### src/design/ils_pkg.sv
// ----------------------------------------------------------------------------
// Indexed list store package
// Shared sizes, request and status codes, and control types.
// ----------------------------------------------------------------------------
package ils_pkg;

    localparam int CAPACITY = 64;
    localparam int DATA_W   = 32;
    localparam int FUNC_W   = 3;
    localparam int POS_W    = 8;
    localparam int STAT_W   = 2;
    localparam int ECNT_W   = 7;
    localparam int IDX_W    = $clog2(CAPACITY);
    localparam int CNT_W    = $clog2(CAPACITY + 1);
    localparam int CMP_W    = ((CNT_W > POS_W) ? CNT_W : POS_W) + 1;

    localparam logic [FUNC_W-1:0] FN_READ      = 3'd0;
    localparam logic [FUNC_W-1:0] FN_INS_FRONT = 3'd1;
    localparam logic [FUNC_W-1:0] FN_INS_END   = 3'd2;
    localparam logic [FUNC_W-1:0] FN_INS_AT    = 3'd3;
    localparam logic [FUNC_W-1:0] FN_DELETE    = 3'd4;

    localparam logic [STAT_W-1:0] ST_DONE  = 2'd0;
    localparam logic [STAT_W-1:0] ST_RANGE = 2'd1;
    localparam logic [STAT_W-1:0] ST_FULL  = 2'd2;

    typedef enum logic [1:0] {
        K_NONE = 2'd0,
        K_READ = 2'd1,
        K_INS  = 2'd2,
        K_DEL  = 2'd3
    } t_kind;

    typedef struct packed {
        logic accept;
        logic shift;
        logic commit;
        logic capture;
        logic load_out;
    } t_cmd;

    typedef struct packed {
        t_kind kind;
        logic  shift_done;
        logic  out_free;
    } t_stat;

endpackage

### src/design/indexed_list_store_unit.sv
// ----------------------------------------------------------------------------
// Indexed list store unit
// A read passes through decode, read wait and response; a rejected word goes
// from decode to response; an insert or delete shifts m entries (up to
// CAPACITY - 1), one per cycle through the single write port of the entry
// memory, then commits and responds.
// One word is handled at a time; the next word can be taken in the cycle after
// the result is loaded, and a result is loaded only once the previous one is taken.
// Reset clears the count and all control state; entry contents are kept.
// ----------------------------------------------------------------------------
module indexed_list_store_unit
    import ils_pkg::*;
(
    input  logic                     i_clk,
    input  logic                     i_rst_n,
    input  logic                     i_in_valid,
    output logic                     o_in_ready,
    input  logic [FUNC_W-1:0]        i_func,
    input  logic [POS_W-1:0]         i_position,
    input  logic signed [DATA_W-1:0] i_value,
    output logic                     o_out_valid,
    input  logic                     i_out_ready,
    output logic signed [DATA_W-1:0] o_read_value,
    output logic [STAT_W-1:0]        o_status,
    output logic [ECNT_W-1:0]        o_entry_count
);

    t_cmd  cmd;
    t_stat stat;

    ils_ctrl u_ctrl (
        .i_clk     (i_clk),
        .i_rst_n   (i_rst_n),
        .i_in_valid(i_in_valid),
        .o_in_ready(o_in_ready),
        .i_stat    (stat),
        .o_cmd     (cmd)
    );

    ils_dp u_dp (
        .i_clk        (i_clk),
        .i_rst_n      (i_rst_n),
        .i_cmd        (cmd),
        .o_stat       (stat),
        .i_func       (i_func),
        .i_position   (i_position),
        .i_value      (i_value),
        .o_out_valid  (o_out_valid),
        .i_out_ready  (i_out_ready),
        .o_read_value (o_read_value),
        .o_status     (o_status),
        .o_entry_count(o_entry_count)
    );

endmodule

### src/design/ils_ram.sv
// ----------------------------------------------------------------------------
// Generic RAM
// One write port and one read port with registered read data.
// ----------------------------------------------------------------------------
module ils_ram #(
    parameter int WIDTH = 32,
    parameter int DEPTH = 64
) (
    input  logic                     i_clk,
    input  logic                     i_we,
    input  logic [$clog2(DEPTH)-1:0] i_waddr,
    input  logic [WIDTH-1:0]         i_wdata,
    input  logic [$clog2(DEPTH)-1:0] i_raddr,
    output logic [WIDTH-1:0]         o_rdata
);

    logic [WIDTH-1:0] r_mem [DEPTH];
    logic [WIDTH-1:0] r_rdata;

    always_ff @(posedge i_clk) begin
        if (i_we) begin
            r_mem[i_waddr] <= i_wdata;
        end
        r_rdata <= r_mem[i_raddr];
    end

    assign o_rdata = r_rdata;

endmodule

### src/design/ils_ctrl.sv
// ----------------------------------------------------------------------------
// Indexed list store controller
// Sequences the accept, decode, shift, commit, capture and response steps of one request.
// ----------------------------------------------------------------------------
module ils_ctrl
    import ils_pkg::*;
(
    input  logic  i_clk,
    input  logic  i_rst_n,
    input  logic  i_in_valid,
    output logic  o_in_ready,
    input  t_stat i_stat,
    output t_cmd  o_cmd
);

    typedef enum logic [4:0] {
        S_IDLE   = 5'b00001,
        S_DECODE = 5'b00010,
        S_SHIFT  = 5'b00100,
        S_RDWAIT = 5'b01000,
        S_RESP   = 5'b10000
    } t_state;

    t_state r_state;
    t_state n_state;

    always_comb begin
        n_state = r_state;
        o_cmd   = '0;
        unique case (r_state)
            S_IDLE: begin
                o_cmd.accept = i_in_valid;
                if (i_in_valid) begin
                    n_state = S_DECODE;
                end
            end
            S_DECODE: begin
                unique case (i_stat.kind)
                    K_READ:       n_state = S_RDWAIT;
                    K_INS, K_DEL: n_state = S_SHIFT;
                    default:      n_state = S_RESP;
                endcase
            end
            S_SHIFT: begin
                if (i_stat.shift_done) begin
                    o_cmd.commit = 1'b1;
                    n_state      = S_RESP;
                end else begin
                    o_cmd.shift = 1'b1;
                end
            end
            S_RDWAIT: begin
                o_cmd.capture = 1'b1;
                n_state       = S_RESP;
            end
            S_RESP: begin
                if (i_stat.out_free) begin
                    o_cmd.load_out = 1'b1;
                    n_state        = S_IDLE;
                end
            end
            default: begin
                n_state = S_IDLE;
            end
        endcase
    end

    always_ff @(posedge i_clk) begin
        if (!i_rst_n) begin
            r_state <= S_IDLE;
        end else begin
            r_state <= n_state;
        end
    end

    assign o_in_ready = (r_state == S_IDLE);

    assert property (@(posedge i_clk) disable iff (!i_rst_n)
        !(o_cmd.shift && o_cmd.commit))
        else $error("shift and commit issued together");

    assert property (@(posedge i_clk) disable iff (!i_rst_n)
        o_cmd.accept |=> (r_state == S_DECODE))
        else $error("accepted word did not enter decode");

    assert property (@(posedge i_clk) disable iff (!i_rst_n)
        o_cmd.commit |-> i_stat.shift_done)
        else $error("commit while a shift write is still pending");

endmodule

### src/design/ils_dp.sv
// ----------------------------------------------------------------------------
// Indexed list store datapath
// Request decode, entry memory with shift pipeline, count and result register.
// ----------------------------------------------------------------------------
module ils_dp
    import ils_pkg::*;
(
    input  logic               i_clk,
    input  logic               i_rst_n,
    input  t_cmd               i_cmd,
    output t_stat              o_stat,
    input  logic [FUNC_W-1:0]  i_func,
    input  logic [POS_W-1:0]   i_position,
    input  logic signed [DATA_W-1:0] i_value,
    output logic               o_out_valid,
    input  logic               i_out_ready,
    output logic signed [DATA_W-1:0] o_read_value,
    output logic [STAT_W-1:0]  o_status,
    output logic [ECNT_W-1:0]  o_entry_count
);

    logic [CNT_W-1:0]  r_count;
    t_kind             r_kind;
    logic [STAT_W-1:0] r_status;
    logic [DATA_W-1:0] r_value;
    logic [DATA_W-1:0] r_res;
    logic [IDX_W-1:0]  r_ins_pos;
    logic [IDX_W-1:0]  r_ptr;
    logic [CNT_W-1:0]  r_left;
    logic              r_wr_pend;
    logic [IDX_W-1:0]  r_wr_addr;
    logic              r_out_valid;
    logic [DATA_W-1:0] r_out_value;
    logic [STAT_W-1:0] r_out_status;
    logic [ECNT_W-1:0] r_out_count;

    t_kind             n_kind;
    logic [STAT_W-1:0] n_status;
    logic [CMP_W-1:0]  n_ins_pos;
    logic [CMP_W-1:0]  n_ptr;
    logic [CMP_W-1:0]  n_left;

    logic [CMP_W-1:0]  pos_c;
    logic [CMP_W-1:0]  cnt_c;
    logic              full;

    logic              ram_we;
    logic [IDX_W-1:0]  ram_waddr;
    logic [DATA_W-1:0] ram_wdata;
    logic [DATA_W-1:0] ram_rdata;

    assign pos_c = CMP_W'(i_position);
    assign cnt_c = CMP_W'(r_count);
    assign full  = (cnt_c >= CMP_W'(CAPACITY));

    always_comb begin
        n_kind    = K_NONE;
        n_status  = ST_RANGE;
        n_ins_pos = '0;
        unique case (i_func)
            FN_READ: begin
                if (pos_c < cnt_c) begin
                    n_kind   = K_READ;
                    n_status = ST_DONE;
                end
            end
            FN_INS_FRONT: begin
                if (full) begin
                    n_status = ST_FULL;
                end else begin
                    n_kind   = K_INS;
                    n_status = ST_DONE;
                end
            end
            FN_INS_END: begin
                if (full) begin
                    n_status = ST_FULL;
                end else begin
                    n_kind    = K_INS;
                    n_status  = ST_DONE;
                    n_ins_pos = cnt_c;
                end
            end
            FN_INS_AT: begin
                priority if (pos_c > cnt_c) begin
                    n_status = ST_RANGE;
                end else if (full) begin
                    n_status = ST_FULL;
                end else begin
                    n_kind    = K_INS;
                    n_status  = ST_DONE;
                    n_ins_pos = pos_c;
                end
            end
            FN_DELETE: begin
                if (pos_c < cnt_c) begin
                    n_kind   = K_DEL;
                    n_status = ST_DONE;
                end
            end
            default: begin
                n_status = ST_RANGE;
            end
        endcase
    end

    always_comb begin
        n_ptr  = pos_c;
        n_left = '0;
        unique case (n_kind)
            K_INS: begin
                n_ptr  = cnt_c - CMP_W'(1);
                n_left = cnt_c - n_ins_pos;
            end
            K_DEL: begin
                n_ptr  = pos_c + CMP_W'(1);
                n_left = cnt_c - pos_c - CMP_W'(1);
            end
            default: begin
                n_left = '0;
            end
        endcase
    end

    always_comb begin
        ram_we    = 1'b0;
        ram_waddr = r_wr_addr;
        ram_wdata = ram_rdata;
        if (i_cmd.commit && (r_kind == K_INS)) begin
            ram_we    = 1'b1;
            ram_waddr = r_ins_pos;
            ram_wdata = r_value;
        end else if (i_cmd.shift && r_wr_pend) begin
            ram_we = 1'b1;
        end
    end

    ils_ram #(
        .WIDTH(DATA_W),
        .DEPTH(CAPACITY)
    ) u_ram (
        .i_clk  (i_clk),
        .i_we   (ram_we),
        .i_waddr(ram_waddr),
        .i_wdata(ram_wdata),
        .i_raddr(r_ptr),
        .o_rdata(ram_rdata)
    );

    always_ff @(posedge i_clk) begin
        if (!i_rst_n) begin
            r_count     <= '0;
            r_kind      <= K_NONE;
            r_left      <= '0;
            r_wr_pend   <= 1'b0;
            r_out_valid <= 1'b0;
        end else begin
            if (i_cmd.accept) begin
                r_kind    <= n_kind;
                r_left    <= CNT_W'(n_left);
                r_wr_pend <= 1'b0;
            end else if (i_cmd.shift) begin
                if (r_left != '0) begin
                    r_wr_pend <= 1'b1;
                    r_left    <= r_left - CNT_W'(1);
                end else begin
                    r_wr_pend <= 1'b0;
                end
            end
            if (i_cmd.commit) begin
                if (r_kind == K_INS) begin
                    r_count <= r_count + CNT_W'(1);
                end else if (r_kind == K_DEL) begin
                    r_count <= r_count - CNT_W'(1);
                end
            end
            if (i_cmd.load_out) begin
                r_out_valid <= 1'b1;
            end else if (i_out_ready) begin
                r_out_valid <= 1'b0;
            end
        end
    end

    always_ff @(posedge i_clk) begin
        if (i_cmd.accept) begin
            r_status  <= n_status;
            r_value   <= i_value;
            r_res     <= '0;
            r_ins_pos <= IDX_W'(n_ins_pos);
            r_ptr     <= IDX_W'(n_ptr);
        end else if (i_cmd.shift && (r_left != '0)) begin
            if (r_kind == K_INS) begin
                r_wr_addr <= r_ptr + IDX_W'(1);
                r_ptr     <= r_ptr - IDX_W'(1);
            end else begin
                r_wr_addr <= r_ptr - IDX_W'(1);
                r_ptr     <= r_ptr + IDX_W'(1);
            end
        end
        if (i_cmd.capture) begin
            r_res <= ram_rdata;
        end
        if (i_cmd.load_out) begin
            r_out_value  <= r_res;
            r_out_status <= r_status;
            r_out_count  <= ECNT_W'(r_count);
        end
    end

    assign o_stat.kind       = r_kind;
    assign o_stat.shift_done = (r_left == '0) && !r_wr_pend;
    assign o_stat.out_free   = !r_out_valid || i_out_ready;

    assign o_out_valid   = r_out_valid;
    assign o_read_value  = r_out_value;
    assign o_status      = r_out_status;
    assign o_entry_count = r_out_count;

    assert property (@(posedge i_clk) disable iff (!i_rst_n)
        CMP_W'(r_count) <= CMP_W'(CAPACITY))
        else $error("entry count above capacity");

    assert property (@(posedge i_clk) disable iff (!i_rst_n)
        (i_cmd.commit && (r_kind == K_INS)) |=> (r_count == $past(r_count) + CNT_W'(1)))
        else $error("insert did not raise the count");

    assert property (@(posedge i_clk) disable iff (!i_rst_n)
        (i_cmd.commit && (r_kind == K_DEL)) |=> (r_count == $past(r_count) - CNT_W'(1)))
        else $error("delete did not lower the count");

    assert property (@(posedge i_clk) disable iff (!i_rst_n)
        i_cmd.load_out |-> !(r_out_valid && !i_out_ready))
        else $error("result register overwritten before it was taken");

endmodule
### config.mk
export PLATFORM = sky130hd
export DESIGN_NAME = indexed_list_store_unit
export DESIGN_NICKNAME = d
export VERILOG_FILES = /design/src/design/ils_pkg.sv /design/src/design/indexed_list_store_unit.sv /design/src/design/ils_ram.sv /design/src/design/ils_ctrl.sv /design/src/design/ils_dp.sv
export SDC_FILE = /design/constraint.sdc
export NUM_CORES = 2
export LEC_CHECK = 0
export BUFFER_PORTS_ARGS = -buffer_cell sky130_fd_sc_hd__buf_4
export CAP_MARGIN = 15
export CORE_MARGIN = 4
export CORE_UTILIZATION = 40
export DETAILED_ROUTE_END_ITERATION = 10
export PLACE_DENSITY = 0.63
export SYNTH_ARGS = -nofsm -noshare
export SYNTH_HDL_FRONTEND = slang
export SYNTH_SLANG_ARGS = --single-unit
### constraint.sdc
create_clock -name i_clk -period 8.2 [get_ports i_clk]
set_clock_uncertainty 0.15 [all_clocks]
set_input_delay 1.23 -clock i_clk [delete_from_list [all_inputs] [get_ports i_clk]]
set_output_delay 1.23 -clock i_clk [all_outputs]
set_load 0.05 [all_outputs]
==> impl_metrics.xml <==
<?xml version="1.0" encoding="UTF-8"?>
<metrics>
  <group name="synthesis">
    <metric name="synth_top_area_share" unit="%">76.7</metric>
    <metric name="synth.top_cells.by_area" unit="">edfxtp_1, mux4_2, dfxtp_1</metric>
    <metric name="syn_inst" unit="">3854</metric>
    <metric name="yosys_register_bits" unit="">2228</metric>
    <metric name="asyncSetResetFlopFracSynth" unit="%">0</metric>
    <metric name="synth_area_leader" unit="">edfxtp_1</metric>
    <metric name="synth_flop_cell" unit="">edfxtp_1</metric>
    <metric name="syn_nets" unit="">3932</metric>
    <metric name="synth_cell_types" unit="">63</metric>
    <metric name="seq_area_frac_synth" unit="%">78.0</metric>
    <metric name="post_synth.cell_area_avg" unit="um2">22.1</metric>
    <metric name="synth-edff-count" unit="">2173</metric>
    <metric name="netlist_area" unit="um2">85100</metric>
    <metric name="ys_warn_count" unit="">0</metric>
  </group>
  <group name="floorplanning">
    <metric name="die_h" unit="um">469</metric>
    <metric name="floorplan.core_area" unit="um2">212000</metric>
    <metric name="die_w" unit="um">469</metric>
    <metric name="io_pins" unit="">90</metric>
    <metric name="floorplan.rows" unit="">169</metric>
    <metric name="fp.dieArea" unit="um2">220000</metric>
    <metric name="floorplan.initialDensity" unit="%">40.2</metric>
  </group>
  <group name="place">
    <metric name="place.detailed.hpwl" unit="mm">121</metric>
    <metric name="post_place_cell_area" unit="um2">90000</metric>
    <metric name="io_buffers" unit="">89</metric>
    <metric name="globalplace.congestion" unit="">0.914</metric>
    <metric name="number_of_cells_in_the_design_after_placement" unit="">6685</metric>
  </group>
  <group name="drt">
    <metric name="remaining_design_rule_violation_count" unit="">0</metric>
    <metric name="drtPass1Iterations" unit="">6</metric>
    <metric name="avgViaCountPerCell" unit="">5.80</metric>
    <metric name="vias" unit="">41100</metric>
    <metric name="routedWlPerCell" unit="um">30.1</metric>
    <metric name="drc_violation_total_after_the_first_tritonroute_iteration" unit="">5299</metric>
    <metric name="antenna_left" unit="">0</metric>
    <metric name="detail_route.wirelength" unit="mm">213</metric>
  </group>
  <group name="cts">
    <metric name="cts.htree.levels" unit="">4</metric>
    <metric name="tritoncts.num_buffers" unit="">209</metric>
    <metric name="tritoncts" unit="">done</metric>
    <metric name="cts.repair.resized" unit="">0</metric>
    <metric name="clk_path_buf_depth" unit="">3</metric>
    <metric name="clockRootBuffer" unit="">clkbuf_16</metric>
    <metric name="holdBufCountCts" unit="">0</metric>
    <metric name="clk-insertion-delay-late" unit="ns">0.88</metric>
    <metric name="post-cts-setup-buffer-count" unit="">0</metric>
    <metric name="clkTransAtPathRegs" unit="ns">0.06</metric>
    <metric name="numClockSinks" unit="">2228</metric>
  </group>
  <group name="power">
    <metric name="worst_case_vdd_ir_drop" unit="mV">0.224</metric>
    <metric name="static-leakage-power" unit="nW">30.1</metric>
    <metric name="power_density" unit="nW/um2">268</metric>
  </group>
  <group name="hold_path">
    <metric name="timing.hold.worst.class" unit="">reg -&gt; reg</metric>
  </group>
  <group name="cells_and_area">
    <metric name="nNetsFinal" unit="">4154</metric>
    <metric name="layout.cells.non_filler" unit="">7081</metric>
    <metric name="final_area" unit="um2">96800</metric>
    <metric name="drive_above_1_share" unit="%">26.9</metric>
    <metric name="layout_commonest_cell" unit="">edfxtp_1</metric>
    <metric name="mostFrequentLayoutCells" unit="">edfxtp_1, mux4_2, clkbuf_16, buf_4, a22oi_1</metric>
    <metric name="filler_cell_count" unit="">17500</metric>
    <metric name="synthToLayoutAreaGrowth" unit="%">13.8</metric>
  </group>
  <group name="timing">
    <metric name="timing.fmax" unit="GHz">0.200</metric>
    <metric name="final_setup_violation_count" unit="">0</metric>
    <metric name="rsz0062_at_grt" unit="">false</metric>
    <metric name="hold_violations" unit="">0</metric>
    <metric name="total_neg_setup_slack" unit="ns">0</metric>
    <metric name="maxSlewHeadroom" unit="%">21.7</metric>
    <metric name="final_period_minus_worst_setup_slack" unit="ns">4.99</metric>
    <metric name="min_period_over_period" unit="%">60.9</metric>
    <metric name="slew_viol_final" unit="">0</metric>
    <metric name="worst_pin_slew" unit="ns">1.17</metric>
    <metric name="hold_ws" unit="ns">0.267</metric>
  </group>
  <group name="setup_path">
    <metric name="cp_max_fo" unit="">47</metric>
    <metric name="sequence_of_cells_on_the_critical_path" unit="">inv_1, nor2_1, inv_1, nor4_4, buf_4, a31oi_2, nor2_4</metric>
    <metric name="critPathRequiredTime" unit="ns">8.51</metric>
    <metric name="critical_path_at" unit="ns">5.30</metric>
    <metric name="worst_setup_ep_type" unit="">flop</metric>
    <metric name="crit_path_max_incr_delay" unit="ns">1.05</metric>
    <metric name="crit_path_frequent_cell" unit="">inv_1</metric>
    <metric name="reg2reg_setup_slack" unit="ns">3.21</metric>
    <metric name="worstSetupPathType" unit="">reg -&gt; reg</metric>
    <metric name="worst_setup_path_start_kind" unit="">flop</metric>
    <metric name="critical-path-slowest-cell" unit="">nor2_4</metric>
  </group>
  <group name="grt">
    <metric name="globalRoute.totalOverflow" unit="">0</metric>
    <metric name="grt_start_max_net_pins" unit="">130</metric>
    <metric name="grt_antenna_before_repair" unit="">9</metric>
    <metric name="number_of_global_route_vias_before_repair" unit="">40600</metric>
    <metric name="grt_first_pass_wirelength" unit="mm">304</metric>
    <metric name="grt_usage" unit="%">19.2</metric>
  </group>
  <group name="flow_run">
    <metric name="timing.max_cap.violations" unit="">0</metric>
  </group>
  <group name="outcome">
    <metric name="outcome" unit="">complete, no violations</metric>
  </group>
</metrics>
==> per-stage QoR <==
stage          total power (W)  utilization (%)  worst slack, ns
6_report                0.0260             45.7             3.21
5_1_grt                 0.0268             45.7             2.94
4_1_cts                 0.0261             45.7             3.19
3_5_place_dp            0.0167             42.5             2.82
3_3_place_gp            0.0167             42.5             2.81
2_1_floorplan           0.0153                -             3.03
==> worst paths after layout <==
kind                                from                                 to  cells past startpoint
max          u_dp.r_kind[1]$_SDFFE_PN0P_  u_dp.u_ram.r_mem[6][18]$_DFFE_PP_                      7
min          u_dp.r_res[2]$_SDFFCE_PN0P_     u_dp.o_read_value[2]$_DFFE_PP_                      0
max reg2reg  u_dp.r_kind[1]$_SDFFE_PN0P_  u_dp.u_ram.r_mem[6][18]$_DFFE_PP_                      7
min reg2reg  u_dp.r_res[2]$_SDFFCE_PN0P_     u_dp.o_read_value[2]$_DFFE_PP_                      0
==> synth_stat cells (4+ instances only) <==
cell type	instances
buf_2	26
a211oi_1	4
clkbuf_1	124
edfxtp_1	2173
nand2_1	58
a21o_1	8
ha_1	28
a211o_1	6
nand3_1	19
nor2b_1	13
mux2i_1	25
nor3_1	17
a22oi_1	99
and2_1	36
mux4_2	512
o21bai_1	4
o22ai_1	11
a22o_1	66
buf_1	52
a221oi_1	69
a31oi_2	4
nor4_1	10
buf_4	4
o21ai_0	20
or2_2	4
or3_1	4
xnor2_1	22
dfxtp_1	55
xor2_1	13
o221ai_1	42
inv_1	32
mux2_2	37
nor4b_1	4
nor2_1	109
a221o_1	4
a21oi_1	70
nand2b_1	23
and3_1	6
==> sequential cells by signal, summed over array words and instances, names as in the netlist, 7 cells and up <==
| signal | cells |
|---|---|
| u_dp.o_entry_count | 7 |
| u_dp.o_read_value | 32 |
| u_dp.r_count | 7 |
| u_dp.r_left | 7 |
| u_dp.r_res | 32 |
| u_dp.r_value | 32 |
| u_dp.u_ram.o_rdata | 32 |
| u_dp.u_ram.r_mem | 2048 |
==> layer usage <==
| metal | up-vias | part of all wire [%] | global-route usage [%] |
|---|---|---|---|
| met3 | 254 | 8.4 | 3.62 |
| met5 | - | 0 | 0 |
| met4 | 0 | 3.0 | 6.06 |
| met2 | 1832 | 47 | 29.6 |
| met1 | 22100 | 42 | 28.0 |
| li1 | 16800 | - | - |
==> worst max-delay path, delay by kind of cell, from the launching register on <==
kind | cells | cell delay, ns
AOI/OAI and AO/OA | 1 | 0.56
buffers and inverters | 3 | 1.27
DFF | 1 | 0.38
and+or+nand+nor | 3 | 2.17
==> cell families (layout without fill, tap and decap cells) <==
logic type,after synthesis,count (layout),synth area share (%)
flip-flops,2228,2228,78.0
XOR/XNOR,35,35,0.360
other,0,5,0
adder cells (fa/ha/maj),31,31,0.482
multiplexers,574,574,14.3
AO/OA/AOI/OAI,427,427,3.81
AND/OR/NAND/NOR,320,320,1.89
buffers and inverters,239,640,1.12
==> area by class of cell <==
cell class / instances / area [um2] / share of cell area, %
diodes: 5 / 12.5 / 0.0129
clock buffers: 275 / 5570 / 5.75
clock inverters: 115 / 1150 / 1.19
inverters: 32 / 120 / 0.124
multi-input cells: 1387 / 18300 / 18.9
flip-flops and latches: 2228 / 66400 / 68.5
well taps: 2821 / 3530 / 3.65
repair buffers: 218 / 1740 / 1.80
==> power breakdown <==
group / switching (W) / internal (W)
registers: 0.0000931 / 0.0134
clock network: 0.00415 / 0.00533
logic: 0.00218 / 0.000775
total: 0.00643 / 0.0195
Note: power is estimated with default switching activity, not from simulation.
